File: src/rtl/core/tcma_pkg.sv
`timescale 1ns / 1ps
// tcma_pkg: constants, types and the reciprocal table of the moving-average block
// no dependencies

package tcma_pkg;

  localparam int WINDOW     = 5;
  localparam int SAMPLE_W   = 16;
  localparam int SEQ_W      = 32;
  localparam int FILL_OUT_W = 3;
  localparam int FILL_W     = $clog2(WINDOW + 1);
  localparam int POS_W      = (WINDOW > 1) ? $clog2(WINDOW) : 1;
  localparam int SUM_W      = SAMPLE_W + FILL_W;
  localparam int RECIP_K    = SUM_W + FILL_W;
  localparam int RECIP_W    = RECIP_K + 1;
  localparam int CH_W       = 2;

  localparam logic [CH_W-1:0] CH_TEMP = 2'd0;
  localparam logic [CH_W-1:0] CH_CURR = 2'd1;
  localparam logic [CH_W-1:0] CH_VIB  = 2'd2;

  typedef enum logic [2:0] {
    S_IDLE = 3'b001,
    S_DIV  = 3'b010,
    S_FIN  = 3'b100
  } state_e;

  // ceil(2^RECIP_K / d): exact quotient for any sum magnitude the window can reach
  function automatic logic [RECIP_W-1:0] recip_f(input logic [4:0] d);
    logic [RECIP_W-1:0] r;
    unique case (d)
      5'd1:    r = RECIP_W'((2 ** RECIP_K + 0) / 1);
      5'd2:    r = RECIP_W'((2 ** RECIP_K + 1) / 2);
      5'd3:    r = RECIP_W'((2 ** RECIP_K + 2) / 3);
      5'd4:    r = RECIP_W'((2 ** RECIP_K + 3) / 4);
      5'd5:    r = RECIP_W'((2 ** RECIP_K + 4) / 5);
      5'd6:    r = RECIP_W'((2 ** RECIP_K + 5) / 6);
      5'd7:    r = RECIP_W'((2 ** RECIP_K + 6) / 7);
      5'd8:    r = RECIP_W'((2 ** RECIP_K + 7) / 8);
      5'd9:    r = RECIP_W'((2 ** RECIP_K + 8) / 9);
      5'd10:   r = RECIP_W'((2 ** RECIP_K + 9) / 10);
      5'd11:   r = RECIP_W'((2 ** RECIP_K + 10) / 11);
      5'd12:   r = RECIP_W'((2 ** RECIP_K + 11) / 12);
      5'd13:   r = RECIP_W'((2 ** RECIP_K + 12) / 13);
      5'd14:   r = RECIP_W'((2 ** RECIP_K + 13) / 14);
      5'd15:   r = RECIP_W'((2 ** RECIP_K + 14) / 15);
      5'd16:   r = RECIP_W'((2 ** RECIP_K + 15) / 16);
      default: r = '0;
    endcase
    return r;
  endfunction

endpackage

File: src/rtl/core/tcma_if.sv
`timescale 1ns / 1ps
// tcma_in_if / tcma_out_if: valid-ready channels for sample and result words
// depends on tcma_pkg

interface tcma_in_if;
  logic                                 valid;
  logic                                 ready;
  logic signed [tcma_pkg::SAMPLE_W-1:0] temperature_sample;
  logic signed [tcma_pkg::SAMPLE_W-1:0] current_sample;
  logic signed [tcma_pkg::SAMPLE_W-1:0] vibration_sample;
  logic        [tcma_pkg::SEQ_W-1:0]    sequence_number;

  modport source (
    output valid, temperature_sample, current_sample, vibration_sample, sequence_number,
    input  ready
  );
  modport sink (
    input  valid, temperature_sample, current_sample, vibration_sample, sequence_number,
    output ready
  );
endinterface

interface tcma_out_if;
  logic                                   valid;
  logic                                   ready;
  logic signed [tcma_pkg::SAMPLE_W-1:0]   temperature_average;
  logic signed [tcma_pkg::SAMPLE_W-1:0]   current_average;
  logic signed [tcma_pkg::SAMPLE_W-1:0]   vibration_average;
  logic        [tcma_pkg::SEQ_W-1:0]      sequence_out;
  logic        [tcma_pkg::FILL_OUT_W-1:0] window_fill;

  modport source (
    output valid, temperature_average, current_average, vibration_average, sequence_out,
           window_fill,
    input  ready
  );
  modport sink (
    input  valid, temperature_average, current_average, vibration_average, sequence_out,
           window_fill,
    output ready
  );
endinterface

File: src/rtl/core/tcma_div.sv
`timescale 1ns / 1ps
// tcma_div: shared divide-by-fill unit, reciprocal multiply then shift and sign restore
// depends on tcma_pkg

module tcma_div (
  input  logic                                 clk_i,
  input  logic                                 issue_i,
  input  logic signed [tcma_pkg::SUM_W-1:0]    sum_i,
  input  logic        [tcma_pkg::FILL_W-1:0]   fill_i,
  output logic signed [tcma_pkg::SAMPLE_W-1:0] quot_o
);
  import tcma_pkg::*;

  localparam int PROD_W = SUM_W + RECIP_W;

  logic              neg;
  logic [SUM_W-1:0]  mag;
  logic [PROD_W-1:0] prod_d;
  logic [PROD_W-1:0] prod_q;
  logic              neg_q;
  logic [SUM_W-1:0]  quot_mag;
  logic [SUM_W-1:0]  quot_signed;

  assign neg    = sum_i[SUM_W-1];
  assign mag    = neg ? SUM_W'(-sum_i) : SUM_W'(sum_i);
  assign prod_d = PROD_W'(mag) * PROD_W'(recip_f(5'(fill_i)));

  always_ff @(posedge clk_i) begin
    if (issue_i) begin
      prod_q <= prod_d;
      neg_q  <= neg;
    end
  end

  // truncation toward zero: divide the magnitude, then put the sign back
  assign quot_mag    = prod_q[RECIP_K +: SUM_W];
  assign quot_signed = neg_q ? (~quot_mag + SUM_W'(1)) : quot_mag;
  assign quot_o      = quot_signed[SAMPLE_W-1:0];

endmodule

File: src/rtl/core/three_channel_moving_average.sv
`timescale 1ns / 1ps
// three_channel_moving_average: boxcar mean over the last WINDOW words, three channels
// depends on tcma_pkg, tcma_if, tcma_div
//
//   channel    dir   payload
//   sample_i   in    temperature/current/vibration sample, sequence number
//   result_o   out   three averages, sequence number, window fill
//
// one word goes through accept with ring and sum update, three issues of the
// shared reciprocal multiplier (one per channel), and a finish state that loads the
// output register. ready is high only between words.
// reset clears rings, sums, write position and fill count at once.
// a stalled result holds the finish cycle; a waiting result does not block the next word.

module three_channel_moving_average (
  input  logic       clk_i,
  input  logic       rst_ni,
  tcma_in_if.sink    sample_i,
  tcma_out_if.source result_o
);
  import tcma_pkg::*;

  state_e state_q, state_d;
  logic [CH_W-1:0] ch_q, ch_d;
  logic [POS_W-1:0] pos_q;
  logic [FILL_W-1:0] fill_q;
  logic signed [SUM_W-1:0] t_sum_q, c_sum_q, v_sum_q;
  logic signed [SAMPLE_W-1:0] t_ring_q [WINDOW];
  logic signed [SAMPLE_W-1:0] c_ring_q [WINDOW];
  logic signed [SAMPLE_W-1:0] v_ring_q [WINDOW];
  logic signed [SAMPLE_W-1:0] t_avg_q, c_avg_q;
  logic [SEQ_W-1:0] seq_q;

  logic out_valid_q;
  logic signed [SAMPLE_W-1:0] out_t_q, out_c_q, out_v_q;
  logic [SEQ_W-1:0] out_seq_q;
  logic [FILL_OUT_W-1:0] out_fill_q;

  logic accept, issue, load;
  logic [POS_W-1:0] pos_eff, pos_next;
  logic signed [SUM_W-1:0] div_sum;
  logic signed [SAMPLE_W-1:0] div_quot;

  assign accept         = sample_i.valid && sample_i.ready;
  assign sample_i.ready = (state_q == S_IDLE);
  assign issue          = (state_q == S_DIV);
  assign load           = (state_q == S_FIN) && (!out_valid_q || result_o.ready);

  assign pos_eff  = ({1'b0, pos_q} < (POS_W + 1)'(WINDOW)) ? pos_q : '0;
  assign pos_next = ({1'b0, pos_eff} == (POS_W + 1)'(WINDOW - 1)) ? '0 : pos_eff + POS_W'(1);

  always_comb begin
    unique case (ch_q)
      CH_TEMP: div_sum = t_sum_q;
      CH_CURR: div_sum = c_sum_q;
      default: div_sum = v_sum_q;
    endcase
  end

  tcma_div u_div (
    .clk_i   (clk_i),
    .issue_i (issue),
    .sum_i   (div_sum),
    .fill_i  (fill_q),
    .quot_o  (div_quot)
  );

  always_comb begin
    state_d = state_q;
    ch_d    = ch_q;
    unique case (state_q)
      S_IDLE: begin
        if (accept) begin
          state_d = S_DIV;
          ch_d    = CH_TEMP;
        end
      end
      S_DIV: begin
        if (ch_q == CH_VIB) begin
          state_d = S_FIN;
          ch_d    = CH_TEMP;
        end else begin
          ch_d = ch_q + CH_W'(1);
        end
      end
      S_FIN: begin
        if (load) begin
          state_d = S_IDLE;
        end
      end
      default: begin
        state_d = S_IDLE;
        ch_d    = CH_TEMP;
      end
    endcase
  end

  always_ff @(posedge clk_i or negedge rst_ni) begin
    if (!rst_ni) begin
      state_q <= S_IDLE;
      ch_q    <= CH_TEMP;
      pos_q   <= '0;
      fill_q  <= '0;
      t_sum_q <= '0;
      c_sum_q <= '0;
      v_sum_q <= '0;
      for (int i = 0; i < WINDOW; i++) begin
        t_ring_q[i] <= '0;
        c_ring_q[i] <= '0;
        v_ring_q[i] <= '0;
      end
    end else begin
      state_q <= state_d;
      ch_q    <= ch_d;
      if (accept) begin
        // oldest entry leaves the sum, new sample enters
        t_sum_q <= t_sum_q - SUM_W'(t_ring_q[pos_eff]) + SUM_W'(sample_i.temperature_sample);
        c_sum_q <= c_sum_q - SUM_W'(c_ring_q[pos_eff]) + SUM_W'(sample_i.current_sample);
        v_sum_q <= v_sum_q - SUM_W'(v_ring_q[pos_eff]) + SUM_W'(sample_i.vibration_sample);
        t_ring_q[pos_eff] <= sample_i.temperature_sample;
        c_ring_q[pos_eff] <= sample_i.current_sample;
        v_ring_q[pos_eff] <= sample_i.vibration_sample;
        pos_q <= pos_next;
        if (fill_q < FILL_W'(WINDOW)) begin
          fill_q <= fill_q + FILL_W'(1);
        end
      end
    end
  end

  // payload side
  always_ff @(posedge clk_i) begin
    if (accept) begin
      seq_q <= sample_i.sequence_number;
    end
    if (issue && ch_q == CH_CURR) begin
      t_avg_q <= div_quot;
    end
    if (issue && ch_q == CH_VIB) begin
      c_avg_q <= div_quot;
    end
    if (load) begin
      out_t_q    <= t_avg_q;
      out_c_q    <= c_avg_q;
      out_v_q    <= div_quot;
      out_seq_q  <= seq_q;
      out_fill_q <= FILL_OUT_W'(fill_q);
    end
  end

  always_ff @(posedge clk_i or negedge rst_ni) begin
    if (!rst_ni) begin
      out_valid_q <= 1'b0;
    end else if (load) begin
      out_valid_q <= 1'b1;
    end else if (result_o.ready) begin
      out_valid_q <= 1'b0;
    end
  end

  assign result_o.valid               = out_valid_q;
  assign result_o.temperature_average = out_t_q;
  assign result_o.current_average     = out_c_q;
  assign result_o.vibration_average   = out_v_q;
  assign result_o.sequence_out        = out_seq_q;
  assign result_o.window_fill         = out_fill_q;

  // checks
  a_fill_bound: assert property (@(posedge clk_i) disable iff (!rst_ni)
    {1'b0, fill_q} <= (FILL_W + 1)'(WINDOW))
    else $error("fill count beyond window");

  a_pos_bound: assert property (@(posedge clk_i) disable iff (!rst_ni)
    {1'b0, pos_q} < (POS_W + 1)'(WINDOW))
    else $error("write position out of range");

  a_accept_seq: assert property (@(posedge clk_i) disable iff (!rst_ni)
    accept |=> (state_q == S_DIV && ch_q == CH_TEMP))
    else $error("accepted word did not start the divide sequence");

  a_result_src: assert property (@(posedge clk_i) disable iff (!rst_ni)
    $rose(out_valid_q) |-> $past(state_q == S_FIN))
    else $error("result word appeared outside the finish cycle");

  a_fill_nonzero: assert property (@(posedge clk_i) disable iff (!rst_ni)
    out_valid_q |-> fill_q != '0)
    else $error("result word with empty window");

endmodule

File: src/flat_wrapper.sv
// flat-port wrapper written by rule: the top's interface ports become plain ports
module three_channel_moving_average_flat import tcma_pkg::*;
  (clk_i, rst_ni, sample_i_valid, sample_i_temperature_sample, sample_i_current_sample, sample_i_vibration_sample, sample_i_sequence_number, sample_i_ready, result_o_valid, result_o_temperature_average, result_o_current_average, result_o_vibration_average, result_o_sequence_out, result_o_window_fill, result_o_ready);
  tcma_in_if sample_i_i ();
  tcma_out_if result_o_i ();
  input  logic clk_i;
  input  logic rst_ni;
  input wire logic [$bits(sample_i_i.valid)-1:0] sample_i_valid;
  input wire logic [$bits(sample_i_i.temperature_sample)-1:0] sample_i_temperature_sample;
  input wire logic [$bits(sample_i_i.current_sample)-1:0] sample_i_current_sample;
  input wire logic [$bits(sample_i_i.vibration_sample)-1:0] sample_i_vibration_sample;
  input wire logic [$bits(sample_i_i.sequence_number)-1:0] sample_i_sequence_number;
  output wire logic [$bits(sample_i_i.ready)-1:0] sample_i_ready;
  output wire logic [$bits(result_o_i.valid)-1:0] result_o_valid;
  output wire logic [$bits(result_o_i.temperature_average)-1:0] result_o_temperature_average;
  output wire logic [$bits(result_o_i.current_average)-1:0] result_o_current_average;
  output wire logic [$bits(result_o_i.vibration_average)-1:0] result_o_vibration_average;
  output wire logic [$bits(result_o_i.sequence_out)-1:0] result_o_sequence_out;
  output wire logic [$bits(result_o_i.window_fill)-1:0] result_o_window_fill;
  input wire logic [$bits(result_o_i.ready)-1:0] result_o_ready;
  assign sample_i_i.valid = sample_i_valid;
  assign sample_i_i.temperature_sample = sample_i_temperature_sample;
  assign sample_i_i.current_sample = sample_i_current_sample;
  assign sample_i_i.vibration_sample = sample_i_vibration_sample;
  assign sample_i_i.sequence_number = sample_i_sequence_number;
  assign sample_i_ready = sample_i_i.ready;
  assign result_o_valid = result_o_i.valid;
  assign result_o_temperature_average = result_o_i.temperature_average;
  assign result_o_current_average = result_o_i.current_average;
  assign result_o_vibration_average = result_o_i.vibration_average;
  assign result_o_sequence_out = result_o_i.sequence_out;
  assign result_o_window_fill = result_o_i.window_fill;
  assign result_o_i.ready = result_o_ready;
  three_channel_moving_average u_core (.clk_i(clk_i), .rst_ni(rst_ni), .sample_i(sample_i_i), .result_o(result_o_i));
endmodule
File: config.mk
export PLATFORM = sky130hd
export DESIGN_NAME = three_channel_moving_average_flat
export DESIGN_NICKNAME = d
export VERILOG_FILES = /design/src/rtl/core/tcma_pkg.sv /design/src/rtl/core/tcma_if.sv /design/src/rtl/core/tcma_div.sv /design/src/rtl/core/three_channel_moving_average.sv /design/src/flat_wrapper.sv
export SDC_FILE = /design/constraint.sdc
export NUM_CORES = 2
export LEC_CHECK = 0
export BUFFER_PORTS_ARGS = -buffer_cell sky130_fd_sc_hd__buf_2
export CAP_MARGIN = 15
export CORE_AREA = 2 2 320 322
export DETAILED_ROUTE_END_ITERATION = 10
export DIE_AREA = 0 0 322 324
export GPL_TIMING_DRIVEN = 0
export PLACE_DENSITY_LB_ADDON = 0.2
export SLEW_MARGIN = 20
export SYNTH_ARGS = -nofsm -noshare
export SYNTH_HDL_FRONTEND = slang
export SYNTH_SLANG_ARGS = --single-unit
File: constraint.sdc
create_clock -name clk_i -period 9.5 [get_ports clk_i]
set_input_delay 2.375 -clock clk_i [delete_from_list [all_inputs] [get_ports clk_i]]
set_output_delay 2.375 -clock clk_i [all_outputs]
set_load 0.1 [all_outputs]
==> results.cfg <==
[run_status]
status = finished, final reports clean

[min_path]
hold_path_depth = 0
hold_end = u_core.result_o.sequence_out[21]$_DFFE_PP_
min_from = u_core.seq_q[21]$_DFFE_PP_
hp-class = flop to flop

[clocking]
clock_path_buffers = 3
clock-root-buffer = clkbuf_16
numCtsBuffers = 55
clk_pin_slew_ns = 0.07
h-tree-depth = 2
clock_latency_ns = 0.69
holdBufCountCts = 0
numClockSinks = 473
cts_tree = built

[drt]
postRouteAntennaNets = 0
wl_per_cell_um = 20.7
vias = 23600
drc = 0
first_iter_violations = 1493
wirelength_mm = 102
drt-pass1-iter-count = 5
via_per_inst = 4.82

[place]
placed_cell_area_um2 = 37700
place.gp.congestion = 0.960
portBuffers = 168
dpl.hpwl_mm = 82.2

[run]
drv_cap = 0

[critical_path]
worst_setup_path_start_kind = flop
slowest_stage = fa_1
r2r-start = u_core.ch_q[0]$_DFFE_PN0P_
crit_top_cell = fa_1
r2r_cells = 31
crit_path_end_kind = flop
critPathKind = flop to flop
r2r-end = u_core.u_div.prod_q[37]$_DFFE_PP_
slowest_delay_ns = 0.63
worstPathMaxFanout = 10
required_ns = 9.88
critical_path_arrival_ns = 9.45
ff2ff_setup_slack_ns = 0.42

[yosys]
synth_cell_type_count = 74
ys_seq_area_share_pct = 36.2
avgSynthCellArea_um2 = 10.6
synth.most_common_cell = inv_1
synth_cells = 3296
syn-num-nets = 3933
synthTopCellsByCount = 692 x inv_1, 380 x fa_1, 369 x nand2_1
ys_top_cells_by_area = dfrtp_1 22%, fa_1 22%, edfxtp_1 14%
async_flop_share_pct = 65.3
netlist.top_cell.by_area = dfrtp_1
synth_top_flop_cell = dfrtp_1
synth_edf_count = 164
syn_area_um2 = 35000
yosys_warnings = 0
synth_seq_cells = 473
synth_top_cell_area_share_pct = 22.0

[timing]
hold_viol = 0
slew_headroom_pct = 27.4
skew_ns = 0.0568
worst_pin_slew_ns = 1.09
period_needed_ns = 9.08
rsz0062_at_grt = false
holdWs_ns = 0.405
timing.final.crit_share_pct = 95.5
finalMaxSlewViolations = 0
setup_viol = 0
fmax_mhz = 110

[die]
core_area_um2 = 101000
initial_core_util_pct = 34.6
rows = 117
die_w_um = 322
ioPinCount = 169
die_h_um = 324
die_area_um2 = 104000

[cells_and_area]
nets = 4177
drive_gt1_share_pct = 14.0
syn2layout_area_growth_pct = 14.0
stdcell_area_um2 = 39900

[global_routing]
grt_remaining_overflow = 0
track_usage_pct = 20.0
grt_pass1_vias = 24900
grt_max_degree = 71
grt_pass1_wl_mm = 155
antenna_found_initial = 3
-- critical path: cells and delay by family, from the launching register on --
kind	cells	cell delay, ns
AO/OA/AOI/OAI	9	1.98
XOR/XNOR	2	0.27
adder cells (fa/ha/maj)	8	3.80
buffers and inverters	6	0.63
flip-flops	1	0.47
multiplexers	2	0.60
AND/OR/NAND/NOR	4	0.99
-- flip-flops by register name (all words and copies together), names as in the netlist, 19 cells and up --
signal                        flops
u_core.c_sum_q                   19
u_core.result_o.sequence_out     32
u_core.seq_q                     32
u_core.t_ring_q                  80
u_core.t_sum_q                   19
u_core.v_sum_q                   19
u_core.c_ring_q                  80
u_core.v_ring_q                  80
-- layout by cell type (no fill, tap or decap), types with 13 or more instances in the layout --
master	instances
a21oi_1	63
ha_1	173
fa_1	380
nand2b_1	21
edfxtp_1	164
mux2i_1	102
mux2_2	159
inv_1	692
o221ai_1	42
clkbuf_16	55
nor2_1	136
a21o_1	23
xnor2_1	65
nor3_1	20
xor2_1	40
o21ai_0	179
buf_1	13
and2_1	33
buf_2	168
clkinv_2	13
dfrtp_1	308
nand3_1	18
clkbuf_1	93
or3_1	18
nand2_1	369
-- how the worst max path moves through the flow --
stage / from / cells after the start / slack [ns] / endpoint
floorplan: u_core.ch_q[0]$_DFFE_PN0P_ / 32 / 1.49 / u_core.u_div.prod_q[37]$_DFFE_PP_
global placement: rst_ni / 1 / -0.46 / u_core.c_ring_q[61]$_DFFE_PN0P_
detailed placement: u_core.ch_q[0]$_DFFE_PN0P_ / 32 / -0.33 / u_core.u_div.prod_q[37]$_DFFE_PP_
CTS: u_core.ch_q[0]$_DFFE_PN0P_ / 31 / 0.04 / u_core.u_div.prod_q[37]$_DFFE_PP_
global route: u_core.ch_q[0]$_DFFE_PN0P_ / 31 / 0.02 / u_core.u_div.prod_q[37]$_DFFE_PP_
finish: u_core.ch_q[0]$_DFFE_PN0P_ / 31 / 0.42 / u_core.u_div.prod_q[37]$_DFFE_PP_
-- metal layers --
metal | share of wire, % | wire [um] | track usage [%]
met5 | 0 | 0 | 0
met4 | 3.8 | 3860 | 7.84
met3 | 5.7 | 5740 | 3.80
met2 | 46 | 47200 | 32.4
met1 | 44 | 44800 | 26.4
-- per-stage QoR --
| step | setup TNS, ns | utilization, % | worst slack (ns) | cells |
|---|---|---|---|---|
| 2_1_floorplan | 0 | - | 1.49 | 3296 |
| 3_3_place_gp | -130.67 | 37.1 | -0.464 | 4773 |
| 3_5_place_dp | -0.592 | 37.4 | -0.331 | 4784 |
| 4_1_cts | 0 | 39.4 | 0.0370 | 4888 |
| 5_1_grt | 0 | 39.5 | 0.0204 | 4895 |
| 6_report | 0 | 39.5 | 0.423 | 4896 |
-- final cells by class --
| cell class | count | area [um^2] |
|---|---|---|
| Inverter | 697 | 2620 |
| Buffer | 107 | 425 |
| Clock inverter | 35 | 504 |
| Timing Repair Buffer | 188 | 1160 |
| Antenna cell | 3 | 7.51 |
| Clock buffer | 66 | 1490 |
| Fill cell | 10000 | 61100 |
| Tap cell | 1309 | 1640 |
| Multi-Input combinational cell | 2018 | 19400 |
| Sequential cell | 473 | 12700 |
-- kinds of logic (layout without fill, tap and decap cells) --
| logic type | count (synthesis) | after routing | synth area share [%] |
|---|---|---|---|
| AOI/OAI and AO/OA | 409 | 409 | 7.28 |
| and+or+nand+nor | 664 | 664 | 8.26 |
| adders and majority gates | 553 | 553 | 27.9 |
| other | 0 | 3 | 0 |
| xor gates and xnor gates | 115 | 115 | 2.94 |
| buffers and inverters | 805 | 1093 | 8.70 |
| DFF | 473 | 473 | 36.2 |
| muxes | 277 | 277 | 8.69 |
-- timing repair --
item	CTS	global route
setup endpoints to repair	4	5
pin swaps	1	2
resized for setup	5	9
setup buffers	3	5
Power is not shown: default switching activity piles up to over one toggle a cycle in this logic, so the estimate is an artifact.
